[src/rtl/acpu_pkg.sv]
// Shared opcodes, sizes and execute-unit interface types for the accumulator CPU.
package acpu_pkg;

	// Default data memory depth in bytes
	localparam int unsigned MEM_DEPTH_DEF = 256;

	// Steps of an iterative multiply or divide, one bit per step
	localparam int unsigned ALU_STEPS = 8;

	// Instruction opcodes
	localparam logic [7:0] OP_LOADM = 8'd0;
	localparam logic [7:0] OP_LOADV = 8'd1;
	localparam logic [7:0] OP_STORE = 8'd2;
	localparam logic [7:0] OP_ADD   = 8'd3;
	localparam logic [7:0] OP_SUB   = 8'd4;
	localparam logic [7:0] OP_MUL   = 8'd5;
	localparam logic [7:0] OP_DIV   = 8'd6;
	localparam logic [7:0] OP_INC   = 8'd7;
	localparam logic [7:0] OP_DEC   = 8'd8;
	localparam logic [7:0] OP_AND   = 8'd9;
	localparam logic [7:0] OP_OR    = 8'd10;
	localparam logic [7:0] OP_NOT   = 8'd11;
	localparam logic [7:0] OP_JMP   = 8'd12;
	localparam logic [7:0] OP_JZ    = 8'd13;
	localparam logic [7:0] OP_JNZ   = 8'd14;
	localparam logic [7:0] OP_JG    = 8'd15;
	localparam logic [7:0] OP_JL    = 8'd16;
	localparam logic [7:0] OP_JGE   = 8'd17;
	localparam logic [7:0] OP_JLE   = 8'd18;
	localparam logic [7:0] OP_HALT  = 8'd19;

	// Request from the sequencer to the execute unit
	typedef struct packed {
		logic       start;
		logic [7:0] op;
		logic [7:0] a;
		logic [7:0] m;
		logic [7:0] opd;
	} alu_req_t;

	// Status back from the execute unit
	typedef struct packed {
		logic       done;
		logic [7:0] result;
	} alu_sts_t;

endpackage

[src/rtl/accumulator_cpu_execute.sv]
// Top level of the accumulator CPU execute stage: sequencer, state and data memory.
//
// Each request is one instruction (op_code, operand_byte) fetched by the user at next_pc;
// the block answers with one result holding the accumulator, the next fetch address and
// the halt flag. One instruction is in flight at a time: in_ready is high only while the
// sequencer is idle. A request passes through memory read, execute, commit and output
// hand-off; mul and div stay longer in execute while the shared adder runs one bit per
// cycle; once halted a request goes straight to output hand-off. The result
// register frees the input side, but the next request waits until the previous result
// is taken if it reaches hand-off first. The data memory reads as zero after reset
// through per-byte valid flags, so no clearing pass is needed; operand addresses wrap
// modulo MEM_DEPTH.
module accumulator_cpu_execute import acpu_pkg::*; #(
	parameter int unsigned MEM_DEPTH = MEM_DEPTH_DEF
) (
	input  logic       clk,
	input  logic       arst_n,
	input  logic       in_valid,
	output logic       in_ready,
	input  logic [7:0] op_code,
	input  logic [7:0] operand_byte,
	output logic       out_valid,
	input  logic       out_ready,
	output logic [7:0] acc_value,
	output logic [7:0] next_pc,
	output logic       halted
);

	localparam int unsigned AW = $clog2(MEM_DEPTH);
	localparam logic [11:0] DEPTH_W = 12'(MEM_DEPTH);

	localparam logic [2:0] S_IDLE = 3'd0;
	localparam logic [2:0] S_RD   = 3'd1;
	localparam logic [2:0] S_EXEC = 3'd2;
	localparam logic [2:0] S_WAIT = 3'd3;
	localparam logic [2:0] S_DONE = 3'd4;

	logic [2:0]           state_q;
	logic [7:0]           acc_q;
	logic [7:0]           pc_q;
	logic                 halt_q;
	logic [MEM_DEPTH-1:0] vld_q;
	logic                 mval_q;
	logic [7:0]           op_q;
	logic [7:0]           opd_q;
	logic [AW-1:0]        addr_q;
	logic                 out_valid_q;
	logic [7:0]           out_acc_q;
	logic [7:0]           out_pc_q;
	logic                 out_halt_q;

	logic          accept;
	logic          out_free;
	logic [AW-1:0] in_addr;
	logic [7:0]    ram_rdata;
	logic          ram_we;
	logic [7:0]    mem_byte;
	logic          jump;
	alu_req_t      alu_req;
	alu_sts_t      alu_sts;

	assign in_ready = (state_q == S_IDLE);
	assign accept   = in_valid && in_ready;
	assign out_free = !out_valid_q || out_ready;

	// Wrap the operand into the memory: four compare-subtract steps
	always_comb begin
		logic [11:0] r;
		r = {4'b0, operand_byte};
		for (int k = 3; k >= 0; k--) begin
			if (r >= (DEPTH_W << k)) begin
				r = r - (DEPTH_W << k);
			end
		end
		in_addr = r[AW-1:0];
	end

	// Data memory
	assign ram_we = (state_q == S_EXEC) && (op_q == OP_STORE);

	acpu_ram #(
		.WIDTH(8),
		.DEPTH(MEM_DEPTH)
	) u_ram (
		.clk  (clk),
		.we   (ram_we),
		.waddr(addr_q),
		.wdata(acc_q),
		.raddr(addr_q),
		.rdata(ram_rdata)
	);

	// Bytes never written read as zero
	assign mem_byte = mval_q ? ram_rdata : 8'd0;

	// Execute unit request
	assign alu_req.start = (state_q == S_EXEC);
	assign alu_req.op    = op_q;
	assign alu_req.a     = acc_q;
	assign alu_req.m     = mem_byte;
	assign alu_req.opd   = opd_q;

	acpu_alu u_alu (
		.clk   (clk),
		.arst_n(arst_n),
		.req   (alu_req),
		.sts   (alu_sts)
	);

	// Decide the branch from the accumulator before the instruction
	always_comb begin
		case (op_q)
			OP_JMP:  jump = 1'b1;
			OP_JZ:   jump = (acc_q == 8'd0);
			OP_JNZ:  jump = (acc_q != 8'd0);
			OP_JG:   jump = !acc_q[7] && (acc_q != 8'd0);
			OP_JL:   jump = acc_q[7];
			OP_JGE:  jump = !acc_q[7];
			OP_JLE:  jump = acc_q[7] || (acc_q == 8'd0);
			default: jump = 1'b0;
		endcase
	end

	// Sequencer and architectural state
	always_ff @(posedge clk or negedge arst_n) begin
		if (!arst_n) begin
			state_q     <= S_IDLE;
			acc_q       <= '0;
			pc_q        <= '0;
			halt_q      <= 1'b0;
			vld_q       <= '0;
			out_valid_q <= 1'b0;
		end else begin
			case (state_q)
				S_IDLE: begin
					if (accept) begin
						state_q <= halt_q ? S_DONE : S_RD;
					end
				end
				S_RD: begin
					state_q <= S_EXEC;
				end
				S_EXEC: begin
					if (ram_we) begin
						vld_q[addr_q] <= 1'b1;
					end
					state_q <= S_WAIT;
				end
				S_WAIT: begin
					if (alu_sts.done) begin
						acc_q <= alu_sts.result;
						if (op_q == OP_HALT) begin
							halt_q <= 1'b1;
						end else if (jump) begin
							pc_q <= opd_q;
						end else begin
							pc_q <= pc_q + 8'd1;
						end
						state_q <= S_DONE;
					end
				end
				S_DONE: begin
					if (out_free) begin
						state_q <= S_IDLE;
					end
				end
				default: state_q <= S_IDLE;
			endcase

			// Hold the result until taken
			if (state_q == S_DONE && out_free) begin
				out_valid_q <= 1'b1;
			end else if (out_ready) begin
				out_valid_q <= 1'b0;
			end
		end
	end

	// Latch the request, memory valid flag and result payload
	always_ff @(posedge clk) begin
		if (accept) begin
			op_q   <= op_code;
			opd_q  <= operand_byte;
			addr_q <= in_addr;
		end
		if (state_q == S_RD) begin
			mval_q <= vld_q[addr_q];
		end
		if (state_q == S_DONE && out_free) begin
			out_acc_q  <= acc_q;
			out_pc_q   <= pc_q;
			out_halt_q <= halt_q;
		end
	end

	assign out_valid = out_valid_q;
	assign acc_value = out_acc_q;
	assign next_pc   = out_pc_q;
	assign halted    = out_halt_q;

`ifndef SYNTH
	// An accepted request always leaves the idle state
	a_accept_busy: assert property (@(posedge clk) disable iff (!arst_n)
		accept |=> state_q != S_IDLE)
		else $error("sequencer stayed idle after a request");

	// Halt is sticky
	a_halt_sticky: assert property (@(posedge clk) disable iff (!arst_n)
		halt_q |=> halt_q)
		else $error("halt flag cleared");

	// Execute unit completes only while the sequencer waits for it
	a_done_in_wait: assert property (@(posedge clk) disable iff (!arst_n)
		alu_sts.done |-> state_q == S_WAIT)
		else $error("execute unit finished outside the wait state");

	// A halted machine never touches the data memory
	a_halt_no_store: assert property (@(posedge clk) disable iff (!arst_n)
		$past(halt_q) && halt_q |-> !ram_we)
		else $error("store while halted");
`endif

endmodule

[src/rtl/acpu_ram.sv]
// Generic single-write, single-read RAM with registered read data.
module acpu_ram #(
	parameter int unsigned WIDTH = 8,
	parameter int unsigned DEPTH = 256
) (
	input  logic                     clk,
	input  logic                     we,
	input  logic [$clog2(DEPTH)-1:0] waddr,
	input  logic [WIDTH-1:0]         wdata,
	input  logic [$clog2(DEPTH)-1:0] raddr,
	output logic [WIDTH-1:0]         rdata
);

	logic [WIDTH-1:0] mem_q [DEPTH];

	// Write port
	always_ff @(posedge clk) begin
		if (we) begin
			mem_q[waddr] <= wdata;
		end
	end

	// Registered read port
	always_ff @(posedge clk) begin
		rdata <= mem_q[raddr];
	end

endmodule

[src/rtl/acpu_alu.sv]
// Shared execute unit: one adder serving simple ops and bit-serial multiply and divide.
module acpu_alu import acpu_pkg::*; (
	input  logic     clk,
	input  logic     arst_n,
	input  alu_req_t req,
	output alu_sts_t sts
);

	logic       busy_q;
	logic       mul_q;
	logic [3:0] cnt_q;
	logic       done_q;
	logic [7:0] acc_q;
	logic [7:0] x_q;
	logic [7:0] y_q;
	logic [7:0] res_q;

	logic [8:0] ax;
	logic [8:0] ay;
	logic       sub;
	logic [9:0] sum;
	logic [7:0] mul_acc;
	logic       div_ok;
	logic [7:0] div_rem;
	logic [7:0] div_quo;
	logic [7:0] simple_res;

	// Select adder operands: iteration steps first, else the requested op
	always_comb begin
		ax  = {1'b0, req.a};
		ay  = {1'b0, req.m};
		sub = 1'b0;
		if (busy_q && mul_q) begin
			ax = {1'b0, acc_q};
			ay = {1'b0, x_q};
		end else if (busy_q) begin
			ax  = {acc_q, x_q[7]};
			ay  = {1'b0, y_q};
			sub = 1'b1;
		end else begin
			case (req.op)
				OP_SUB: sub = 1'b1;
				OP_INC: ay = 9'd1;
				OP_DEC: begin
					ay  = 9'd1;
					sub = 1'b1;
				end
				default: ;
			endcase
		end
	end

	// Shared adder; bit 9 is the carry out, high when no borrow on subtract
	assign sum = {1'b0, ax} + {1'b0, ay ^ {9{sub}}} + 10'(sub);

	// Shift-and-add multiply step
	assign mul_acc = y_q[0] ? sum[7:0] : acc_q;

	// Restoring divide step
	assign div_ok  = sum[9];
	assign div_rem = div_ok ? sum[7:0] : ax[7:0];
	assign div_quo = {x_q[6:0], div_ok};

	// Single-step results
	always_comb begin
		case (req.op)
			OP_LOADM: simple_res = req.m;
			OP_LOADV: simple_res = req.opd;
			OP_ADD,
			OP_SUB,
			OP_INC,
			OP_DEC:   simple_res = sum[7:0];
			OP_AND:   simple_res = req.a & req.m;
			OP_OR:    simple_res = req.a | req.m;
			OP_NOT:   simple_res = ~req.a;
			default:  simple_res = req.a;
		endcase
	end

	// Sequence the unit: start, count steps, flag completion
	always_ff @(posedge clk or negedge arst_n) begin
		if (!arst_n) begin
			busy_q <= 1'b0;
			mul_q  <= 1'b0;
			cnt_q  <= '0;
			done_q <= 1'b0;
		end else begin
			done_q <= 1'b0;
			if (busy_q) begin
				cnt_q <= cnt_q - 4'd1;
				if (cnt_q == 4'd1) begin
					busy_q <= 1'b0;
					done_q <= 1'b1;
				end
			end else if (req.start) begin
				if (req.op == OP_MUL || req.op == OP_DIV) begin
					busy_q <= 1'b1;
					mul_q  <= (req.op == OP_MUL);
					cnt_q  <= 4'(ALU_STEPS);
				end else begin
					done_q <= 1'b1;
				end
			end
		end
	end

	// Advance the working registers and capture the result
	always_ff @(posedge clk) begin
		if (busy_q) begin
			if (mul_q) begin
				acc_q <= mul_acc;
				x_q   <= {x_q[6:0], 1'b0};
				y_q   <= {1'b0, y_q[7:1]};
			end else begin
				acc_q <= div_rem;
				x_q   <= div_quo;
			end
			if (cnt_q == 4'd1) begin
				res_q <= mul_q ? mul_acc : div_quo;
			end
		end else if (req.start) begin
			acc_q <= '0;
			x_q   <= req.a;
			y_q   <= req.m;
			res_q <= simple_res;
		end
	end

	assign sts.done   = done_q;
	assign sts.result = res_q;

endmodule

[config.mk]
export PLATFORM = sky130hd
export DESIGN_NAME = accumulator_cpu_execute
export DESIGN_NICKNAME = d
export VERILOG_FILES = /design/src/rtl/acpu_pkg.sv /design/src/rtl/accumulator_cpu_execute.sv /design/src/rtl/acpu_ram.sv /design/src/rtl/acpu_alu.sv
export SDC_FILE = /design/constraint.sdc
export NUM_CORES = 2
export LEC_CHECK = 0
export BUFFER_PORTS_ARGS = -buffer_cell sky130_fd_sc_hd__buf_2
export CAP_MARGIN = 20
export CORE_MARGIN = 5
export CORE_UTILIZATION = 50
export DETAILED_ROUTE_END_ITERATION = 12
export PLACE_DENSITY = 0.74
export SLEW_MARGIN = 30
export SYNTH_ARGS = -nofsm -noshare
export SYNTH_HDL_FRONTEND = slang
export SYNTH_SLANG_ARGS = --single-unit
export TNS_END_PERCENT = 10
[constraint.sdc]
create_clock -name clk -period 15.9 [get_ports clk]
set_input_delay 3.18 -clock clk [delete_from_list [all_inputs] [get_ports clk]]
set_output_delay 3.18 -clock clk [all_outputs]
set_load 0.01 [all_outputs]
# == Yosys cells after proc, flatten, opt, wreduce, memory -nomap -nowiden ==
# Memory sizes are Yosys's and may differ from the RTL's. A register that Yosys moved wholly into a read port is not among the register bits.
# Cells that the tools add are included.
# totals
reg_bits,350
ram_bits,2048
in_bits,20
output_inout_bits,19
elab_cells,144
memories,1
# memory_table
memory,depth,word_bits,rd,rd_ports_with_merged_regs,wr,line_no,source
u_ram.mem_q,256,8,1,1,1,acpu_ram.sv:14,logic [WIDTH-1:0] mem_q [DEPTH];
# op_classes
add_sub_neg,4
n_lt_le_gt_ge,2
eq_ne,29
mux,51
bitwise,7
reduce_logical,30
# op_table
cell,n
$or A256 B256 Y256,1
$mux W8,17
$eq A8 B4 Y1 const B,8
$pmux W8 S6,1
$mux W9,4
$eq A8 B3 Y1 const B,4
$eq A8 B5 Y1 const B,4
$mux W1,18
$eq A8 B2 Y1 const B,2
$logic_not A8 Y1,2
$pmux W3 S5,1
$mux W3,4
$mux W4,3
$reduce_and A3 Y1,4
$add A10 B1 Y10,1
$add A9 B9 Y10,1
$reduce_and A2 Y1,5
$lt A8 B9 Y1 const B,1
$xor A9 B9 Y9,1
$add A8 B1 Y8 const B,1
$and A8 B8 Y8,1
$bmux W1 S8,1
$demux W1 S8,1
$eq A8 B1 Y1 const B,1
other kinds (20),36

# == Longest topological paths before layout ==
# depth
ltp_word,12
depth_mapped,18
depth_no_buf,17

# == Hierarchy ==
# From an unflattened synthesis, not the netlist that was laid out.
# unflattened
hier_cells,5061
area_unflattened_um2,96100.9
# by_module_without_submodules
module,instances,cells_per_inst,area_each_um2,seq_area_each_um2
acpu_ram,1,3733,79556.3,61659.1
accumulator_cpu_execute,1,928,13090.1,7952.6
acpu_alu,1,400,3454.6,1136.1

# == Worst setup path before layout ==
# No wires, ideal clock.
# synth_timing
path_type,register to register
startpoint,register acc_q[0]
endpoint,"register u_alu.res_q[6], data pin"
arrival_time_ps,5494
slack_ps,10152
path_stages_with_launch,14
n_path_buf,1
period_less_slack_ps,5748
path_cell_list,dfrtp_1 > clkbuf_1 > mux2i_1 > a211oi_2 > a21oi_2 > fa_1 > nor2b_1 > o21ai_0 > nand2b_1 > a21o_1 > a21oi_1 > xor2_1 > o21ai_0 > a21o_1
# synth_via
elab_chain_cells,8
word_cells_on_any_way,10
cone_classes,add/sub (2); mux (8)
# synth_rtl
item,line_no,source
"start, declared",accumulator_cpu_execute.sv:39,logic [7:0] acc_q;
"start signal, assigned",accumulator_cpu_execute.sv:151,acc_q <= alu_sts.result;
$mux W9 (*),acpu_alu.sv:36,end else if (busy_q) begin
$mux W9 (*),acpu_alu.sv:33,if (busy_q && mul_q) begin
$add A9 B9 Y10 (*),acpu_alu.sv:54,"assign sum = {1'b0, ax} + {1'b0, ay ^ {9{sub}}} + 10'(sub);"
$add A10 B1 Y10 (*),acpu_alu.sv:54,
$mux W8,acpu_alu.sv:57,assign mul_acc = y_q[0] ? sum[7:0] : acc_q;
$mux W8,acpu_alu.sv:119,res_q <= mul_q ? mul_acc : div_quo;
$mux W8,acpu_alu.sv:118,if (cnt_q == 4'd1) begin
$mux W8 (*),acpu_alu.sv:109,if (busy_q) begin
"end signal, assigned",acpu_alu.sv:119,
"end signal, assigned",acpu_alu.sv:125,res_q <= simple_res;
"end, declared",acpu_alu.sv:16,logic [7:0] res_q;
# Every way passes the cells marked *; elsewhere a longest branch is shown, timed or not. The select of a mux whose other input is x is not followed.
# A chain may end at the register's enable or synchronous reset.

==> results.txt <==
- Outcome: completed
- The synthesized design spends more area on one cell type than any other, namely edfxtp_1.
- Final non-filler cell area: 105,000 um^2
* Detail Placement HPWL: 130 mm
- Summing every instance area after synthesis gives about 95,000 um^2.
- CTS built an H-tree with a depth of 4.
- After the first detailed-routing iteration, the DRC count stood at between 6,000 and 7,000.
* Count of endpoints failing hold in the final timing report: 0
- Part of the power in combinational logic: 0.142
* Vias in the first global route: about 47,000
- Syn Nets: 4,556
- The share of synthesized area in the top cell type comes to 0.672.
- Combinational family with the most area after synthesis: multiplexers
* Count of yosys warnings during synthesis: 0
* Type of the worst setup path: flip-flop to flip-flop
- Switch share: 0.263
- Floorplan row count: approximately 160
- Number of pins exceeding their max-slew limit in the final report: 0
- 39 I/O pins were placed.
- Kind of start point of the critical path: flip-flop
- Final worst clock skew: between 0.06 and 0.07 ns
- At the pin with the least slew margin, the transition time is between 1 and 1.5 ns.
- Leaving out fill and tap cells, the most frequent cell in the layout is edfxtp_1.
- F_max: about 200 MHz
* Floorplan die height: 445 um
- Vias: 46,800
- Synth async-reset ratio: 0.118
- Peak supply drop: approximately 120 uV
- Dividing the final minimum period by the clock period gives 0.320.
- R2r worst-path depth: 8
- Area share of xor/xnor cells in the synthesized design: 0.00130
- The worst hold path passes through 2 cells.
- The net count of the finished layout is ~4,700.
* Mapped Avg Cell Area: 20.9 um^2
- Instance area after placement: between 90,000 and 100,000 um^2
* Origin of the worst min-delay path: u_alu.res_q[6]
- I/O Buffers: 38
* Layout cell share with drive strength beyond 1: 0.319
- In this run, distinct cell masters in the synthesized netlist total slightly below 70.
* CTS clk-pin slew, worst paths: about 0.060 ns
- Share of the synthesized area in compound gates (AO/OA/AOI/OAI): 0.0184
- Layout-stage area growth over the synthesis result: 11.5%
* Number of buffers inserted during clock tree synthesis: around 230
- Adder-cell share of the synthesized area: 0.00167
- Post-synthesis register bit count: between 2,000 and 2,500
- For this run, the detailed router's first-pass iteration total came to 9.
- Dividing total power by cell area gives a power density of about 150 nW/um^2.
- For hold timing, the worst endpoint is acc_q[6].
- Post-CTS resize count: 0
* Post-route antenna net violation count: 0
* Synth Area in Simple Gates: 0.0418
- The setup check on the worst reg-to-reg path leaves a slack of between 10 and 15 ns.
* Initial core utilization: 0.503
- For the finished layout, the period the worst path requires is a little over 5 ns.
- Setup violations remaining at the end of the flow were counted as 0.
* Die Wd: between 400 and 500 um
* Number of buffers inserted for hold repair after clock tree synthesis: 0
* Maximum fanout count along the critical path: 87
- Number of buffers inserted to repair setup after CTS: 0
- DR WL/cell: slightly above 30 um
- CTS placed an instance of clkbuf_16 at the clock tree root.
* TritonCTS clock tree: yes
* Number of synthesized flops with an enable pin: 2,114
- Commonest non-fill, non-tap cells in the layout: edfxtp_1 (2,114), mux4_2 (720), dfrtp_1 (275)
- Synthesis produced a netlist whose cell count is 4,524.
* Data arrival, critical path: between 5 and 6 ns
- For the worst-skew pair, the clock arrives at the later sink with an insertion delay of 0.88 ns.
* Switching pwr: slightly above 4000 uW
- Global router's overall resource usage: 0.228
- Post-synthesis mux area share: 0.175
- Entering global routing, the biggest net connects 215 pins.
- Ys flop type: edfxtp_1
- Max-cap violations in this run came to 0.
* Final estimated routing congestion in global placement: between 0.8 and 0.9
- Maximum clock insertion buffer count: 3
* Cell Int Power: ~11,000 uW
- Required time of the worst setup path: about 17 ns
- Total Die Area: slightly below 200,000 um^2
- The initial antenna violation count was 4.
- R2R Path End: u_ram.rdata[7]
- In this run the critical register-to-register path is launched from addr_q[0].
- Leakage component of the power: 0.0354 uW
* Setup repair after global routing missed its margin: false
* Part of the power in the clock network: 0.350
- Setup total negative slack on the finished layout was measured at 0 ns.
- Slew margin rel.: 0.242
- Global routing finished with a remaining overflow of 0.
* Core Area: roughly 190,000 um^2
- Of the total power, registers draw 0.508.
- Drc violations: 0
- The tightest min-delay check is of the flip-flop to flip-flop type.
- The first global-routing pass estimated between 300 and 400 mm of wire.
- The worst setup path is captured at a flip-flop.
- Seq/Total Area, Yosys: 0.749
- Launching element of the worst setup path: addr_q[0]
* Number of sinks handled by clock tree synthesis: 2,406
- Detailed Route WL: ~220 mm
- After synthesis, the cell types taking the most area are edfxtp_1 (67%), mux4_2 (17%), dfrtp_1 (7.5%).
- Average via count per standard cell: approximately 6.4
==> cells by family after synthesis <==
group                    after synthesis
multiplexers                         750
flip-flops                          2406
buffers and inverters                273
AO/OA/AOI/OAI                        257
AND/OR/NAND/NOR                      812
adder cells (fa/ha/maj)               12
XOR/XNOR                              14
==> worst max-delay path, cell delays in order (launching register included) <==
cell      delay (ns)
edfxtp_1        0.59
buf_8           0.23
buf_4           0.61
buf_12          0.61
buf_6           0.62
mux4_2          0.58
mux4_2          0.53
a221oi_1        0.74
o221ai_1        0.24
==> cell usage after synthesis (9+ instances only) <==
cell type and number:
dfrtp_1 284, nand3_1 30, mux4_2 720, nand2_1 132, buf_4 20, edfxtp_1 2114, buf_1 25, nand2b_1 11
mux2i_1 22, nor2b_1 11, a21oi_1 51, and3_1 12, or2_2 238, a31oi_1 16, ha_1 11, nor3_1 13
a22oi_1 40, clkbuf_1 144, o21ai_0 56, buf_6 15, a22o_1 20, buf_2 51, inv_1 16, o221ai_1 9
or2_1 20, a221oi_1 11, nor2_1 315
==> how the worst max path moves through the flow <==
stage | to | slack [ns] | cells after the start
3_3_place_gp | vld_q[6] | 9.91 | 4
5_1_grt | u_ram.rdata[7] | 10.47 | 8
4_1_cts | u_ram.rdata[7] | 10.18 | 7
2_1_floorplan | u_alu.res_q[6] | 10.15 | 13
3_5_place_dp | vld_q[154] | 9.84 | 4
6_report | u_ram.rdata[7] | 10.80 | 8
==> sequential cells by signal, summed over array words and instances (netlist names) <==
name          count
acc_value         8
u_alu.cnt_q       4
addr_q            8
u_ram.rdata       8
mval_q            1
u_alu.res_q       8
halt_q            1
out_valid         1
vld_q           256
pc_q              8
u_alu.x_q         8
u_ram.mem_q    2048
u_alu.done_q      1
state_q           3
u_alu.acc_q       8
halted            1
op_q              8
next_pc           8
u_alu.busy_q      1
u_alu.mul_q       1
u_alu.y_q         8
acc_q             8
==> per-stage QoR <==
stage / cells / utilization / total power [uW] / hold slack [ns] / setup WS, ns
3_5_place_dp: 6886 / 0.520 / 10100 / 0.429 / 9.84
2_1_floorplan: 4524 / - / 9350 / 0.415 / 10.15
3_3_place_gp: 6884 / 0.519 / 10100 / 0.433 / 9.91
5_1_grt: 7324 / 0.560 / 15900 / 0.447 / 10.47
4_1_cts: 7318 / 0.559 / 15400 / 0.442 / 10.18
6_report: 7325 / 0.560 / 15400 / 0.437 / 10.80
==> final cells by class <==
cell class,count,area [um^2]
sequential,2406,70800
inverter,18,67.6
multi-input combinational,1845,22800
clock buffer,315,6250
clock inverter,117,1210
timing repair buffer,127,1130
fill,13400,82600
tap,2495,3120
antenna,2,5.00
==> power by group through the flow <==
stage	logic [uW]	clock network [uW]	registers [uW]
after floorplan	1080	0	8270
after global placement	2070	0	7980
after detailed placement	2130	0	7990
after CTS	2140	5450	7860
after global routing	2330	5720	7850
final	2200	5390	7840
==> layer usage <==
layer  share of wire  vias up  wire length [um]  track usage
met5        0.000058        -                13            0
met1            0.38    24800             85900        0.325
met4           0.036        2              8100       0.0816
met2            0.48     2858            107000        0.354
met3            0.10      425             23400       0.0513
li1                -    18700                 -            -
No activity file was read; power rests on OpenSTA's default activity.
